File: src/hw/rtl/ssq_pkg.sv
// Package for the stepper sweep sequencer: field widths, register indexes,
// reset values and segment codes. It depends on nothing else.
package ssq_pkg;

  // Field and state widths.
  localparam int unsigned PERIOD_W = 16;
  localparam int unsigned STEPS_W  = 8;
  localparam int unsigned PULSE_W  = 8;
  localparam int unsigned PHASE_W  = 2;
  localparam int unsigned SEG_W    = 3;
  localparam int unsigned CFG_IDX_W  = 3;
  localparam int unsigned CFG_DATA_W = 16;

  // Configuration register indexes.
  typedef enum logic [CFG_IDX_W-1:0] {
    REG_SLOW_PERIOD = 3'd0,
    REG_FAST_PERIOD = 3'd1,
    REG_SWEEP_STEPS = 3'd2,
    REG_SPIN_STEPS  = 3'd3,
    REG_PULSE_ODD   = 3'd4,
    REG_PULSE_EVEN  = 3'd5
  } cfg_idx_t;

  // Register values after reset.
  localparam logic [PERIOD_W-1:0] RST_SLOW_PERIOD = 16'd1000;
  localparam logic [PERIOD_W-1:0] RST_FAST_PERIOD = 16'd500;
  localparam logic [STEPS_W-1:0]  RST_SWEEP_STEPS = 8'd16;
  localparam logic [STEPS_W-1:0]  RST_SPIN_STEPS  = 8'd48;
  localparam logic [PULSE_W-1:0]  RST_PULSE_ODD   = 8'd120;
  localparam logic [PULSE_W-1:0]  RST_PULSE_EVEN  = 8'd80;

  // Segment codes: sweeps run from the first to the last, then the spin.
  localparam logic [SEG_W-1:0] SEG_FIRST   = 3'd0;
  localparam logic [SEG_W-1:0] SEG_SPIN    = 3'd6;
  localparam logic [SEG_W-1:0] SEG_INVALID = 3'd7;

endpackage

File: src/hw/rtl/ssq_ifs.sv
// Valid/ready channel interfaces for the stepper sweep sequencer.
// Depends on ssq_pkg for the field widths.
interface ssq_in_if;
  logic valid;
  logic ready;
  logic tick;

  modport source (output valid, output tick, input ready);
  modport sink   (input valid, input tick, output ready);
endinterface

interface ssq_out_if import ssq_pkg::*; ();
  logic             valid;
  logic             ready;
  logic             coil_a_pos;
  logic             coil_a_neg;
  logic             coil_b_pos;
  logic             coil_b_neg;
  logic             servo_out;
  logic [SEG_W-1:0] segment_now;

  modport source (output valid, output coil_a_pos, output coil_a_neg, output coil_b_pos,
                  output coil_b_neg, output servo_out, output segment_now, input ready);
  modport sink   (input valid, input coil_a_pos, input coil_a_neg, input coil_b_pos,
                  input coil_b_neg, input servo_out, input segment_now, output ready);
endinterface

File: src/hw/rtl/stepper_sweep_sequencer.sv
// Top level of the stepper sweep sequencer: configuration registers, sequencer
// state and the result register. Depends on ssq_pkg and the channel interfaces.
//
// One transaction on the input channel is one sample tick and yields exactly one
// result in the next cycle, held in the output register until taken. A new tick is
// accepted every cycle while the output register is empty or being emptied, so the
// sustained rate is one item per clock; the single update path from the state
// registers through the period compare to the result register sets that figure.
// The coils and segment_now reflect the phase and segment held before the tick;
// servo_out reflects the pulse counter after this tick's count-down. A tick of 0
// leaves all state alone and shows the held state. Configuration writes take effect
// at the next edge and should be made only while the block is idle.
module stepper_sweep_sequencer import ssq_pkg::*; (
  input  logic                  clk,
  input  logic                  rst_n,
  ssq_in_if.sink                in_ch,
  ssq_out_if.source             out_ch,
  input  logic                  cfg_we,
  input  logic [CFG_IDX_W-1:0]  cfg_index,
  input  logic [CFG_DATA_W-1:0] cfg_wdata
);

  // Configuration registers.
  logic [PERIOD_W-1:0] slow_period_r;
  logic [PERIOD_W-1:0] fast_period_r;
  logic [STEPS_W-1:0]  sweep_steps_r;
  logic [STEPS_W-1:0]  spin_steps_r;
  logic [PULSE_W-1:0]  pulse_odd_r;
  logic [PULSE_W-1:0]  pulse_even_r;

  // Sequencer state.
  logic [PHASE_W-1:0]  phase_r,      phase_nxt;
  logic [PERIOD_W-1:0] tick_count_r, tick_count_nxt;
  logic [SEG_W-1:0]    segment_r,    segment_nxt;
  logic [STEPS_W-1:0]  seg_steps_r,  seg_steps_nxt;
  logic [PULSE_W-1:0]  pulse_left_r, pulse_left_nxt;
  logic                fast_mode_r,  fast_mode_nxt;

  // Output register.
  logic                out_valid_r;
  logic                coil_a_r, coil_b_r, servo_r;
  logic [SEG_W-1:0]    seg_out_r;

  logic                in_acc;
  logic                spinning;
  logic                pulse_live;
  logic [PULSE_W-1:0]  pulse_dec;
  logic [PERIOD_W-1:0] period;
  logic [PERIOD_W-1:0] count_inc;
  logic                do_step;
  logic [STEPS_W-1:0]  steps_inc;
  logic [SEG_W-1:0]    seg_inc;
  logic                servo_val;

  // Handshake: the output register frees itself when the sink takes its content.
  assign in_ch.ready = !out_valid_r || out_ch.ready;
  assign in_acc      = in_ch.valid && in_ch.ready;

  // Configuration writes; unknown indexes are dropped.
  always_ff @(posedge clk) begin
    if (!rst_n) begin
      slow_period_r <= RST_SLOW_PERIOD;
      fast_period_r <= RST_FAST_PERIOD;
      sweep_steps_r <= RST_SWEEP_STEPS;
      spin_steps_r  <= RST_SPIN_STEPS;
      pulse_odd_r   <= RST_PULSE_ODD;
      pulse_even_r  <= RST_PULSE_EVEN;
    end else if (cfg_we) begin
      unique case (cfg_index)
        REG_SLOW_PERIOD: slow_period_r <= cfg_wdata[PERIOD_W-1:0];
        REG_FAST_PERIOD: fast_period_r <= cfg_wdata[PERIOD_W-1:0];
        REG_SWEEP_STEPS: sweep_steps_r <= cfg_wdata[STEPS_W-1:0];
        REG_SPIN_STEPS:  spin_steps_r  <= cfg_wdata[STEPS_W-1:0];
        REG_PULSE_ODD:   pulse_odd_r   <= cfg_wdata[PULSE_W-1:0];
        REG_PULSE_EVEN:  pulse_even_r  <= cfg_wdata[PULSE_W-1:0];
        default: ;
      endcase
    end
  end

  // Pulse count-down, which stops at zero, and the servo level it gives.
  assign pulse_live = (pulse_left_r != '0);
  assign pulse_dec  = pulse_left_r - PULSE_W'(pulse_live);
  assign servo_val  = in_ch.tick ? (pulse_dec != '0) : pulse_live;

  // Period counter and step decision. The unused top code counts as spin.
  assign spinning  = segment_r[2] && segment_r[1];
  assign period    = fast_mode_r ? fast_period_r : slow_period_r;
  assign count_inc = tick_count_r + PERIOD_W'(1);
  assign do_step   = (count_inc >= period);
  assign steps_inc = seg_steps_r + STEPS_W'(1);
  assign seg_inc   = segment_r + SEG_W'(1);

  // Next state for an accepted tick.
  always_comb begin
    phase_nxt      = phase_r;
    tick_count_nxt = tick_count_r;
    segment_nxt    = segment_r;
    seg_steps_nxt  = seg_steps_r;
    pulse_left_nxt = pulse_left_r;
    fast_mode_nxt  = fast_mode_r;
    if (in_ch.tick) begin
      pulse_left_nxt = pulse_dec;
      tick_count_nxt = do_step ? '0 : count_inc;
      if (do_step) begin
        // Forward on even segments and in the spin, backward on odd sweeps.
        if (spinning || !segment_r[0]) begin
          phase_nxt = phase_r + PHASE_W'(1);
        end else begin
          phase_nxt = phase_r - PHASE_W'(1);
        end
        seg_steps_nxt = steps_inc;
        if (spinning) begin
          if (steps_inc >= spin_steps_r) begin
            seg_steps_nxt = '0;
            segment_nxt   = SEG_FIRST;
            fast_mode_nxt = 1'b0;
          end
        end else if (steps_inc >= sweep_steps_r) begin
          seg_steps_nxt  = '0;
          segment_nxt    = seg_inc;
          pulse_left_nxt = seg_inc[0] ? pulse_odd_r : pulse_even_r;
          if (seg_inc == SEG_SPIN) begin
            fast_mode_nxt = 1'b1;
          end
        end
      end
    end
  end

  // State registers advance only on an accepted transaction.
  always_ff @(posedge clk) begin
    if (!rst_n) begin
      phase_r      <= '0;
      tick_count_r <= '0;
      segment_r    <= SEG_FIRST;
      seg_steps_r  <= '0;
      pulse_left_r <= '0;
      fast_mode_r  <= 1'b0;
    end else if (in_acc) begin
      phase_r      <= phase_nxt;
      tick_count_r <= tick_count_nxt;
      segment_r    <= segment_nxt;
      seg_steps_r  <= seg_steps_nxt;
      pulse_left_r <= pulse_left_nxt;
      fast_mode_r  <= fast_mode_nxt;
    end
  end

  // Output valid flag.
  always_ff @(posedge clk) begin
    if (!rst_n) begin
      out_valid_r <= 1'b0;
    end else if (in_acc) begin
      out_valid_r <= 1'b1;
    end else if (out_ch.ready) begin
      out_valid_r <= 1'b0;
    end
  end

  // Result payload, taken from the state held before the update.
  always_ff @(posedge clk) begin
    if (in_acc) begin
      coil_a_r  <= (phase_r == 2'd1) || (phase_r == 2'd2);
      coil_b_r  <= (phase_r == 2'd0) || (phase_r == 2'd1);
      servo_r   <= servo_val;
      seg_out_r <= segment_r;
    end
  end

  assign out_ch.valid       = out_valid_r;
  assign out_ch.coil_a_pos  = coil_a_r;
  assign out_ch.coil_a_neg  = !coil_a_r;
  assign out_ch.coil_b_pos  = coil_b_r;
  assign out_ch.coil_b_neg  = !coil_b_r;
  assign out_ch.servo_out   = servo_r;
  assign out_ch.segment_now = seg_out_r;

`ifndef SYNTHESIS
  // The unused segment code is never reached.
  a_seg_range: assert property (@(posedge clk) disable iff (!rst_n)
    segment_r != SEG_INVALID)
    else $error("segment register holds the unused code");

  // The fast period is in use exactly during the spin.
  a_fast_spin: assert property (@(posedge clk) disable iff (!rst_n)
    fast_mode_r == (segment_r == SEG_SPIN))
    else $error("fast mode out of step with the spin segment");

  // The phase moves by at most one full step per transaction.
  a_phase_step: assert property (@(posedge clk) disable iff (!rst_n)
    in_acc |=> (phase_r == $past(phase_r) || phase_r == $past(phase_r) + 2'd1 ||
                phase_r == $past(phase_r) - 2'd1))
    else $error("phase jumped by more than one step");

  // A hold tick leaves the sequencer state untouched.
  a_hold: assert property (@(posedge clk) disable iff (!rst_n)
    (in_acc && !in_ch.tick) |=> ($stable(phase_r) && $stable(tick_count_r) &&
                                 $stable(segment_r) && $stable(pulse_left_r)))
    else $error("state changed on a hold tick");

  // Every accepted transaction leaves a result waiting.
  a_result: assert property (@(posedge clk) disable iff (!rst_n)
    in_acc |=> out_valid_r)
    else $error("accepted transaction produced no result");
`endif

endmodule

File: src/flat_wrapper.sv
// flat-port wrapper written by rule: the top's interface ports become plain ports
module stepper_sweep_sequencer_flat import ssq_pkg::*;
  (clk, rst_n, cfg_we, cfg_index, cfg_wdata, in_ch_valid, in_ch_tick, in_ch_ready, out_ch_valid, out_ch_coil_a_pos, out_ch_coil_a_neg, out_ch_coil_b_pos, out_ch_coil_b_neg, out_ch_servo_out, out_ch_segment_now, out_ch_ready);
  ssq_in_if in_ch_i ();
  ssq_out_if out_ch_i ();
  input  logic clk;
  input  logic rst_n;
  input  logic cfg_we;
  input  logic [CFG_IDX_W-1:0] cfg_index;
  input  logic [CFG_DATA_W-1:0] cfg_wdata;
  input wire logic [$bits(in_ch_i.valid)-1:0] in_ch_valid;
  input wire logic [$bits(in_ch_i.tick)-1:0] in_ch_tick;
  output wire logic [$bits(in_ch_i.ready)-1:0] in_ch_ready;
  output wire logic [$bits(out_ch_i.valid)-1:0] out_ch_valid;
  output wire logic [$bits(out_ch_i.coil_a_pos)-1:0] out_ch_coil_a_pos;
  output wire logic [$bits(out_ch_i.coil_a_neg)-1:0] out_ch_coil_a_neg;
  output wire logic [$bits(out_ch_i.coil_b_pos)-1:0] out_ch_coil_b_pos;
  output wire logic [$bits(out_ch_i.coil_b_neg)-1:0] out_ch_coil_b_neg;
  output wire logic [$bits(out_ch_i.servo_out)-1:0] out_ch_servo_out;
  output wire logic [$bits(out_ch_i.segment_now)-1:0] out_ch_segment_now;
  input wire logic [$bits(out_ch_i.ready)-1:0] out_ch_ready;
  assign in_ch_i.valid = in_ch_valid;
  assign in_ch_i.tick = in_ch_tick;
  assign in_ch_ready = in_ch_i.ready;
  assign out_ch_valid = out_ch_i.valid;
  assign out_ch_coil_a_pos = out_ch_i.coil_a_pos;
  assign out_ch_coil_a_neg = out_ch_i.coil_a_neg;
  assign out_ch_coil_b_pos = out_ch_i.coil_b_pos;
  assign out_ch_coil_b_neg = out_ch_i.coil_b_neg;
  assign out_ch_servo_out = out_ch_i.servo_out;
  assign out_ch_segment_now = out_ch_i.segment_now;
  assign out_ch_i.ready = out_ch_ready;
  stepper_sweep_sequencer u_core (.clk(clk), .rst_n(rst_n), .in_ch(in_ch_i), .out_ch(out_ch_i), .cfg_we(cfg_we), .cfg_index(cfg_index), .cfg_wdata(cfg_wdata));
endmodule
File: config.mk
export PLATFORM = sky130hd
export DESIGN_NAME = stepper_sweep_sequencer_flat
export DESIGN_NICKNAME = d
export VERILOG_FILES = /design/src/hw/rtl/ssq_pkg.sv /design/src/hw/rtl/ssq_ifs.sv /design/src/hw/rtl/stepper_sweep_sequencer.sv /design/src/flat_wrapper.sv
export SDC_FILE = /design/constraint.sdc
export NUM_CORES = 1
export LEC_CHECK = 0
export BUFFER_PORTS_ARGS = -buffer_cell sky130_fd_sc_hd__buf_2
export CORE_MARGIN = 1.5
export CORE_UTILIZATION = 33
export DETAILED_ROUTE_END_ITERATION = 7
export PLACE_DENSITY_LB_ADDON = 0.2
export SKIP_CTS_REPAIR_TIMING = 1
export SYNTH_ARGS = -nofsm -noshare
export SYNTH_HDL_FRONTEND = slang
export SYNTH_SLANG_ARGS = --single-unit
File: constraint.sdc
create_clock -name clk -period 5.2 [get_ports clk]
set_clock_uncertainty 0.05 [all_clocks]
set_input_delay 1.04 -clock clk [delete_from_list [all_inputs] [get_ports clk]]
set_output_delay 1.04 -clock clk [all_outputs]
set_load 0.02 [all_outputs]
==> run_results.csv <==
group,metric,value,unit
synth,synthFlopType,"dfxtp_1",
sta,final_max_slew_viol_count,0,
cts,cts_tree,"done",
sta,fmax,245,MHz
detailed_routing,first_pass_iters,4,
detailed_routing,drt-met1-wl,7290,microns
worst_setup_path,worstPathMaxFanout,23,
worst_setup_path,crit_start,"u_core.tick_count_r[2]",
global_routing,antenna_found_initial,0,
sta,final.period_utilization,78.6,%
synth,synth_fp_nets,779,
placed_design,dp_slack,1.14,ns
detailed_routing,vias,4872,
sta,rsz0062_at_grt,"false",
global_routing,gr-total-overflow,0,
cts,clock-sinks,109,
synth,netlist_area,5770,sq um
detailed_routing,totalWireLength,14300,microns
pwr,p_leak,0.00239,uW
synth,synthArstFlopShare,0,%
global_routing,grt_max_degree,44,
worst_setup_path,r2r_start,"u_core.tick_count_r[2]",
layout,final_util,37.3,%
worst_setup_path,crit_type,"flip-flop to flip-flop",
placed_design,dp.final_hpwl,10200,microns
layout,fill_cells,1829,
detailed_routing,top_layer,"met4",
sta,whs,0.406,ns
sta,finalSetupTns,0,ns
worst_setup_path,end_kind,"flip-flop",
die,initial_utilization,33.6,%
layout,area_delta_synth_final,11.0,%
synth,syn_avg_cell_area,8.08,sq um
synth,synth_edf_count,6,
layout,final_common_cell,"nand2_1",
detailed_routing,routedWlPerCell,15.0,microns
worst_setup_path,critPathArrivalTime,4.33,ns
pwr,ir_worst_vdd,0.208,mV
sta,maxSlewHeadroom,20.6,%
outcome,status,"finished, final reports clean",
sta,fin_ws,1.11,ns
die,rows,48,
placed_design,io_buffers,34,
detailed_routing,first_iter_violations,265,
synth,yosysWarnings,0,
worst_setup_path,cp.required,5.44,ns
sta,setup_viol,0,
die,core,17200,sq um
sta,fin_crit,4.09,ns
die,die_x,135,microns
synth,ys_seq_area_share,38.8,%
detailed_routing,dr_wl_met3,583,microns
run,maxCapViolations,0,
placed_design,placed_cell_area,6100,sq um
layout,drive_gt1_share,10.3,%
layout,finalInstanceArea,6410,sq um
cts,cts_made_buffers,9,
synth,synthCells,714,
detailed_routing,ant_nets,0,
pwr,powerDensity,337,nW/um^2
cts,clk_pin_slew_worst_paths,0.08,ns
global_routing,grt_pass1_wl,23500,microns
global_routing,grt_pass1_vias,4458,
layout,fin_nets,790,
cts,clk_latency,0.36,ns
sta,worstMarginPinSlew,1.19,ns
die,die_area,18300,sq um
worst_hold_path,hp-start,"u_core.slow_period_r[12]",
sta,final_hold_viol_count,0,
placed_design,gp_congestion,0.786,
detailed_routing,wl_met2,6250,microns
layout,diodes,0,
cts,htreeDepth,3,
detailed_routing,drc,0,
die,dieHeight,135,microns
synth,yosysUniqueCellTypes,54,
synth,ys_ff_latch,109,
worst_setup_path,start_kind,"flip-flop",
global_routing,grt_usage,16.5,%
cts,cts-root-buf,"clkbuf_16",
die,ios,35,
detailed_routing,viasPerCell,5.10,
worst_hold_path,min-delay-path-class,"flip-flop to flip-flop",
layout,layout_common_cells,"nand2_1, dfxtp_1, a21oi_1",
cts,cts.path.max_buffers,2,
[state kept, by name (all words and copies together) (netlist names), 2 cells and up]
register	count
u_core.pulse_left_r	8
u_core.fast_period_r	16
u_core.out_ch.segment_now	3
u_core.pulse_even_r	8
u_core.phase_r	2
u_core.seg_steps_r	8
u_core.slow_period_r	16
u_core.sweep_steps_r	8
u_core.spin_steps_r	8
u_core.pulse_odd_r	8
u_core.segment_r	3
u_core.tick_count_r	16
[worst max-delay path, cell delays in order, from the launching register on]
cell	delay, ns
dfxtp_1	0.44
nand3_1	0.13
or3_1	0.48
nor2_4	0.20
nand3_1	0.15
xnor2_1	0.16
ha_1	0.32
nand4_2	0.15
nor3_2	0.08
a2111oi_4	0.40
and2_0	0.97
or3_4	0.30
mux2i_1	0.19
[path summary, 6_finish.rpt]
path                                    to  slack (ns)  cells past startpoint
setup / recovery       u_core.segment_r[1]        1.11                     12
hold / removal    u_core.slow_period_r[12]        0.41                      2
setup reg to reg       u_core.segment_r[1]        1.11                     12
hold reg to reg   u_core.slow_period_r[12]        0.41                      2
[report_power, final]
part	switching (uW)	total [uW]	leakage [uW]	internal, uW
clock network	353	740	0.000155	387
registers	41.5	934	0.000891	892
logic	271	486	0.00134	216
total	665	2160	0.00239	1490
[synth_stat cells, types with 4 or more instances]
cell type	count	area share, %
nand2_1	176	11
dfxtp_1	103	36
a21oi_1	73	6.3
nand3_1	44	3.8
ha_1	40	8.7
clkbuf_1	29	1.9
inv_1	29	1.9
mux2i_1	23	4.0
nor2_1	21	1.4
o21ai_0	20	1.7
xnor2_1	16	2.4
or3_1	12	1.3
xor2_1	10	1.5
a211oi_1	8	1.0
nand4_1	8	0.87
o22ai_1	7	0.76
and3_1	6	0.65
edfxtp_1	6	3.1
mux2_2	6	1.2
or4_1	6	0.78
nor3_1	5	0.43
a21boi_0	4	0.52
and2_1	4	0.43
buf_1	4	0.26
o211ai_1	4	0.52
or2_2	4	0.43
[stage by stage]
stage               total power [uW]  instances
floorplan                       1330        714
global placement                1440        939
detailed placement              1440        939
CTS                             2190        955
global route                    2290        955
finish                          2160        955
[area by class of cell]
cell class | count | area, sq um | share of cell area (%)
Sequential cell | 109 | 2240 | 35.0
Tap cell | 225 | 282 | 4.39
Clock buffer | 9 | 225 | 3.51
Inverter | 29 | 109 | 1.70
Clock inverter | 7 | 87.6 | 1.37
Multi-Input combinational cell | 537 | 3260 | 50.8
Timing Repair Buffer | 39 | 208 | 3.24
[kinds of logic after synthesis]
| group | after synthesis | synth area share (%) |
|---|---|---|
| buffers and inverters | 68 | 4.75 |
| adders and majority gates | 40 | 8.67 |
| xor gates and xnor gates | 26 | 3.95 |
| and+or+nand+nor | 310 | 25.0 |
| muxes | 29 | 5.16 |
| DFF | 109 | 38.8 |
| AOI/OAI and AO/OA | 132 | 13.7 |
[layer usage]
layer  track usage, %  vias to the layer above
li1                 -                     2492
met1             24.1                     2285
met2             24.6                       84
met3             2.54                       11
met4             5.79                        0
met5                0                        -
No activity file was read; power rests on OpenSTA's default activity.
